$ cat src/design/kf2_pkg.sv
// kf2_pkg: shared types, constants and saturating fixed-point helpers
// for the two-state kalman step; no dependencies
package kf2_pkg;

    localparam int DataWidth = 32;
    localparam int FracBits  = 16;

    typedef logic signed [DataWidth-1:0] word_t;

    localparam logic [2:0] RegA11 = 3'd0;
    localparam logic [2:0] RegA12 = 3'd1;
    localparam logic [2:0] RegA21 = 3'd2;
    localparam logic [2:0] RegA22 = 3'd3;
    localparam logic [2:0] RegB1  = 3'd4;
    localparam logic [2:0] RegB2  = 3'd5;
    localparam logic [2:0] RegQn  = 3'd6;
    localparam logic [2:0] RegRn  = 3'd7;

    localparam word_t WordMax = {1'b0, {(DataWidth-1){1'b1}}};
    localparam word_t WordMin = {1'b1, {(DataWidth-1){1'b0}}};

    // saturating add/sub of two words
    function automatic word_t sat_add(input word_t a, input word_t b, input logic sub);
        logic signed [DataWidth:0] s;
        begin
            s = sub ? ({a[DataWidth-1], a} - {b[DataWidth-1], b})
                    : ({a[DataWidth-1], a} + {b[DataWidth-1], b});
            if (s[DataWidth] != s[DataWidth-1])
                sat_add = s[DataWidth] ? WordMin : WordMax;
            else
                sat_add = s[DataWidth-1:0];
        end
    endfunction

    // magnitude/sign product to rounded, saturated word
    function automatic word_t sat_round(input logic neg, input logic [2*DataWidth-1:0] p);
        logic [2*DataWidth:0]   r;
        logic [2*DataWidth:0]   q;
        logic [DataWidth:0]     lim;
        logic [DataWidth:0]     v;
        begin
            r   = {1'b0, p} + ((2*DataWidth+1)'(1) << (FracBits-1));
            q   = r >> FracBits;
            lim = {2'b00, {(DataWidth-1){1'b1}}} + (DataWidth+1)'(neg);
            if (q > {{(DataWidth){1'b0}}, lim})
                v = lim;
            else
                v = q[DataWidth:0];
            sat_round = neg ? word_t'(-v) : word_t'(v);
        end
    endfunction

    // saturate a magnitude of 2W bits with sign
    function automatic word_t sat_mag(input logic neg, input logic [2*DataWidth-1:0] m);
        logic [DataWidth:0] lim;
        logic [DataWidth:0] v;
        begin
            lim = {2'b00, {(DataWidth-1){1'b1}}} + (DataWidth+1)'(neg);
            if (m > {{(DataWidth-1){1'b0}}, lim})
                v = lim;
            else
                v = m[DataWidth:0];
            sat_mag = neg ? word_t'(-v) : word_t'(v);
        end
    endfunction

endpackage

$ cat src/design/kf2_mul.sv
// kf2_mul: shared multiplier (registered operands and product), pipelined
// depends on kf2_pkg
module kf2_mul
    import kf2_pkg::*;
(
    input  logic  clk,
    input  logic  rst_n,
    input  logic  start,
    input  word_t a,
    input  word_t b,
    output logic  done,
    output word_t p
);
    logic [DataWidth-1:0]   ma_reg, mb_reg;
    logic                   neg_reg;
    logic                   busy_reg;
    logic                   done_reg;
    word_t                  p_reg;
    logic [2*DataWidth-1:0] prod;

    assign prod = {{DataWidth{1'b0}}, ma_reg} * {{DataWidth{1'b0}}, mb_reg};

    always_ff @(posedge clk or negedge rst_n)
    begin
        if (!rst_n)
        begin
            busy_reg <= 1'b0;
            done_reg <= 1'b0;
        end
        else
        begin
            busy_reg <= start;
            done_reg <= busy_reg;
        end
    end

    always_ff @(posedge clk)
    begin
        if (start)
        begin
            ma_reg  <= a[DataWidth-1] ? -a : a;
            mb_reg  <= b[DataWidth-1] ? -b : b;
            neg_reg <= a[DataWidth-1] ^ b[DataWidth-1];
        end
        if (busy_reg)
            p_reg <= sat_round(neg_reg, prod);
    end

    assign done = done_reg;
    assign p    = p_reg;
endmodule

$ cat config.mk
export PLATFORM = sky130hd
export DESIGN_NAME = kf2_mul
export DESIGN_NICKNAME = d
export VERILOG_FILES = /design/src/design/kf2_pkg.sv /design/src/design/kf2_mul.sv
export SDC_FILE = /design/constraint.sdc
export NUM_CORES = 2
export LEC_CHECK = 0
export ABC_AREA = 1
export BUFFER_PORTS_ARGS = -buffer_cell sky130_fd_sc_hd__buf_4
export CAP_MARGIN = 10
export CORE_UTILIZATION = 65
export DETAILED_ROUTE_END_ITERATION = 7
export GPL_TIMING_DRIVEN = 0
export PLACE_DENSITY = 0.82
export SYNTH_ARGS = -nofsm -noshare
export SYNTH_HDL_FRONTEND = slang
export SYNTH_SLANG_ARGS = --single-unit
$ cat constraint.sdc
create_clock -name clk -period 11.24 [get_ports clk]
set_input_delay 2.81 -clock clk [delete_from_list [all_inputs] [get_ports clk]]
set_output_delay 2.81 -clock clk [all_outputs]
set_load 0.01 [all_outputs]
==> results by group <==
Outcome
  – Status: finished, final reports clean

Global routing
  – GRT Total Usage: 0.489
  – Initial antenna violation count: 4
  – Largest net degree at the start of global routing: 67
  – Vias in the first global route: 38,000
  – Total grt overflow: 0
  – First-pass GRT wire length: 233,000 um

Critical path
  – CP startpoint kind: register
  – Worst path slowest cell: clkbuf_1
  – CP max stage delay: 0.65 ns
  – CP required: 11.40 ns
  – Critical R2R Capture: p[20]
  – Max FO, Critical Path: 19
  – Critical path type: register to register
  – Worst R2R Start: ma_reg[28]
  – CP most frequent cell: nand2_1
  – Worst Setup EP: p[20]
  – CP startpoint: ma_reg[28]
  – FF-to-FF setup slack: 0.38 ns
  – CP Data Arrival Time: 11.02 ns
  – Reg2Reg Depth: 45
  – Crit. End Element: register

Synth
  – Synth Flop Type: edfxtp_1
  – Yosys warnings: 0
  – Synth area leaders: fa_1 43%, inv_1 15%, nand2_1 14%, ha_1 9.6%, edfxtp_1 6.9%
  – Largest family of logic cells by synthesized area: adder cells
  – Net Count, Synth: 6,829
  – EDFF count, synth: 97
  – Post-Synth Adder-Cell Area: 0.522
  – Syn avg cell area: 7.62 sq um
  – Synth Area in Compound Gates: 0.0238
  – Area leader, netlist: fa_1
  – Yosys top cell area share: 0.426
  – Synthesis-stage register bit count: 99
  – Mapped Area: 42,200 sq um
  – XOR/XNOR share of the synthesized area: 0.0201
  – Post-synthesis async set-or-reset flop share: 0.0202
  – Top-count cell post-synth: inv_1
  – Simple-gate portion of the synthesized area: 0.195
  – Top cells by count, synth: 1,662 x inv_1, 1,603 x nand2_1, 898 x fa_1
  – Post-synthesis mux area share: 0.000237
  – Syn Inst Count: 5,540
  – Register area share after synthesis: 0.0701
  – Cell variety after synth: 44

STA
  – Fmax: 0.0921 GHz
  – Final-report hold violation count: 0
  – Hold_ws: 0.716 ns
  – Period minus WS final: 10.86 ns
  – Max-slew violation count: 0
  – Worst-margin pin slew: 1.26 ns
  – Max_slew headroom: 0.157
  – RSZ-0062 raised after global routing: false
  – Setup-failing EPs final: 0
  – Post-route clock period utilization: 0.966
  – Fin Clk Skew: 0.0175 ns

Clocking
  – CTS tree: done
  – CTS max path bufs: 2
  – Total CTS buffers: 9
  – CTS root buf: clkbuf_16
  – Latest clock arrival within the worst-skew pair: 0.41 ns
  – Clock Sink Count: 99
  – H-tree levels: 3
  – Clock slew at reported path FFs: 0.08 ns
  – Hold_buf cts: 0

Floorplanning
  – Die Area: 66,000 sq um
  – FP Rows: 93
  – DIE WIDTH: 257 um
  – Core Footprint: 64,300 sq um
  – Initial core utilization: 0.656
  – IO Pins: 100
  – Chip height: 257 um

Detailed routing
  – Iteration-0 DRC count of the detailed router: 4,327
  – Drt drc: 0
  – DR vias/cell: 5.68
  – ANT nets after route: 0
  – WL/cell: 23.8 um
  – Length of the first detailed-routing pass in iterations: 7
  – DRT Wirelength: 156,000 um
  – Via count: 37,200

Final layout
  – Area added between synthesis and finish: 6.51%
  – Ratio of cells with drive above 1 in the final layout: 0.0630
  – Final #Nets: 6,971
  – Fill cells: 5,447

Place
  – Detailed Place HPWL: 132,000 um
  – PortBufs: 98
  – Routability cong.: 1.07

Flow run
  – Maxcap violations: 0

Hold path
  – Hold crit path type: register to register
through the flow:
stage / util / setup slack, ns / instance area, sq um / cells / setup TNS, ns
finish: 0.699 / 0.379 / 45000 / 6548 / 0
global route: 0.699 / 0.00101 / 45000 / 6545 / 0
CTS: 0.694 / 0.0694 / 44600 / 6532 / 0
detailed placement: 0.685 / -0.730 / 44100 / 6494 / -7.91
global placement: 0.684 / -0.896 / 44000 / 6493 / -10.71
floorplan: - / 1.97 / 42200 / 5540 / 0
timing repair:
action	4_1_cts	5_1_grt
setup endpoints to repair	16	28
buffers inserted	23	12
hold endpoints to repair	0	0
gates resized for setup	64	172
layout make-up:
class / instances / area, sq um / area share
diodes: 6 / 15.0 / 0.000334
plain buffers: 213 / 1010 / 0.0225
clock buffers: 9 / 225 / 0.00501
clock inverters: 7 / 57.6 / 0.00128
inverters: 1673 / 6280 / 0.140
multi-input cells: 3550 / 32200 / 0.717
flip-flops and latches: 99 / 2960 / 0.0659
well taps: 855 / 1070 / 0.0238
repair buffers: 136 / 1130 / 0.0251
layer usage:
metal  up-vias  GRT usage  wire length [um]
met2      2589      0.734             66000
met3       667      0.170             22800
met4         2      0.295             12200
met1     17900      0.609             54600
met5         -     0.0132               119
li1      16000          -                 -
how the worst min path moves through the flow:
stage / cells after the start / endpoint / start
finish: 0 / done / busy_reg
global route: 0 / done / busy_reg
CTS: 0 / done / busy_reg
detailed placement: 0 / done / busy_reg
global placement: 0 / done / busy_reg
floorplan: 0 / done / busy_reg
cells in the final DEF, fill, tap and decap left out, types with 4 or more instances in the layout:
| master | Yosys | layout |
|---|---|---|
| nor2_4 | 3 | 4 |
| clkbuf_4 | 0 | 7 |
| nand2_2 | 7 | 9 |
| o21a_1 | 4 | 4 |
| diode_2 | 0 | 6 |
| ha_2 | 0 | 4 |
| inv_1 | 1662 | 1662 |
| nor4_1 | 5 | 4 |
| a31oi_1 | 11 | 11 |
| nand3b_1 | 14 | 14 |
| and3_1 | 4 | 4 |
| xor2_1 | 66 | 61 |
| nand2_1 | 1603 | 1601 |
| nor3_1 | 27 | 26 |
| clkbuf_16 | 0 | 9 |
| edfxtp_1 | 97 | 97 |
| nor2_1 | 200 | 196 |
| clkbuf_2 | 0 | 95 |
| a21oi_1 | 90 | 89 |
| nand3_1 | 99 | 99 |
| xor2_2 | 1 | 5 |
| clkbuf_1 | 201 | 81 |
| nand4_1 | 53 | 53 |
| ha_1 | 324 | 320 |
| buf_12 | 0 | 5 |
| buf_2 | 8 | 21 |
| o21bai_1 | 21 | 20 |
| nor2_2 | 19 | 22 |
| xnor2_1 | 29 | 29 |
| buf_4 | 5 | 133 |
| o21ai_0 | 38 | 38 |
| nor3_2 | 3 | 4 |
| fa_1 | 898 | 897 |
| inv_2 | 11 | 11 |
| o21ai_1 | 9 | 9 |
cell families (layout without fill, tap and decap cells):
| family | Yosys count | after routing |
|---|---|---|
| compound gates | 181 | 181 |
| buf+inv | 1891 | 2038 |
| xor+xnor | 96 | 96 |
| fa+ha+maj | 1222 | 1222 |
| simple gates | 2050 | 2050 |
| mux | 1 | 1 |
| other cells | 0 | 6 |
| flops | 99 | 99 |
critical path: cells and delay by family (launching register included):
| kind | cells | cell delay (ns) |
|---|---|---|
| AND/OR/NAND/NOR | 18 | 2.36 |
| XOR/XNOR | 1 | 0.18 |
| adder cells (fa/ha/maj) | 11 | 5.09 |
| buffers and inverters | 10 | 1.32 |
| AO/OA/AOI/OAI | 5 | 1.12 |
| flip-flops | 1 | 0.52 |
Power is not shown: default switching activity piles up to over one toggle a cycle in this logic, so the estimate is an artifact.
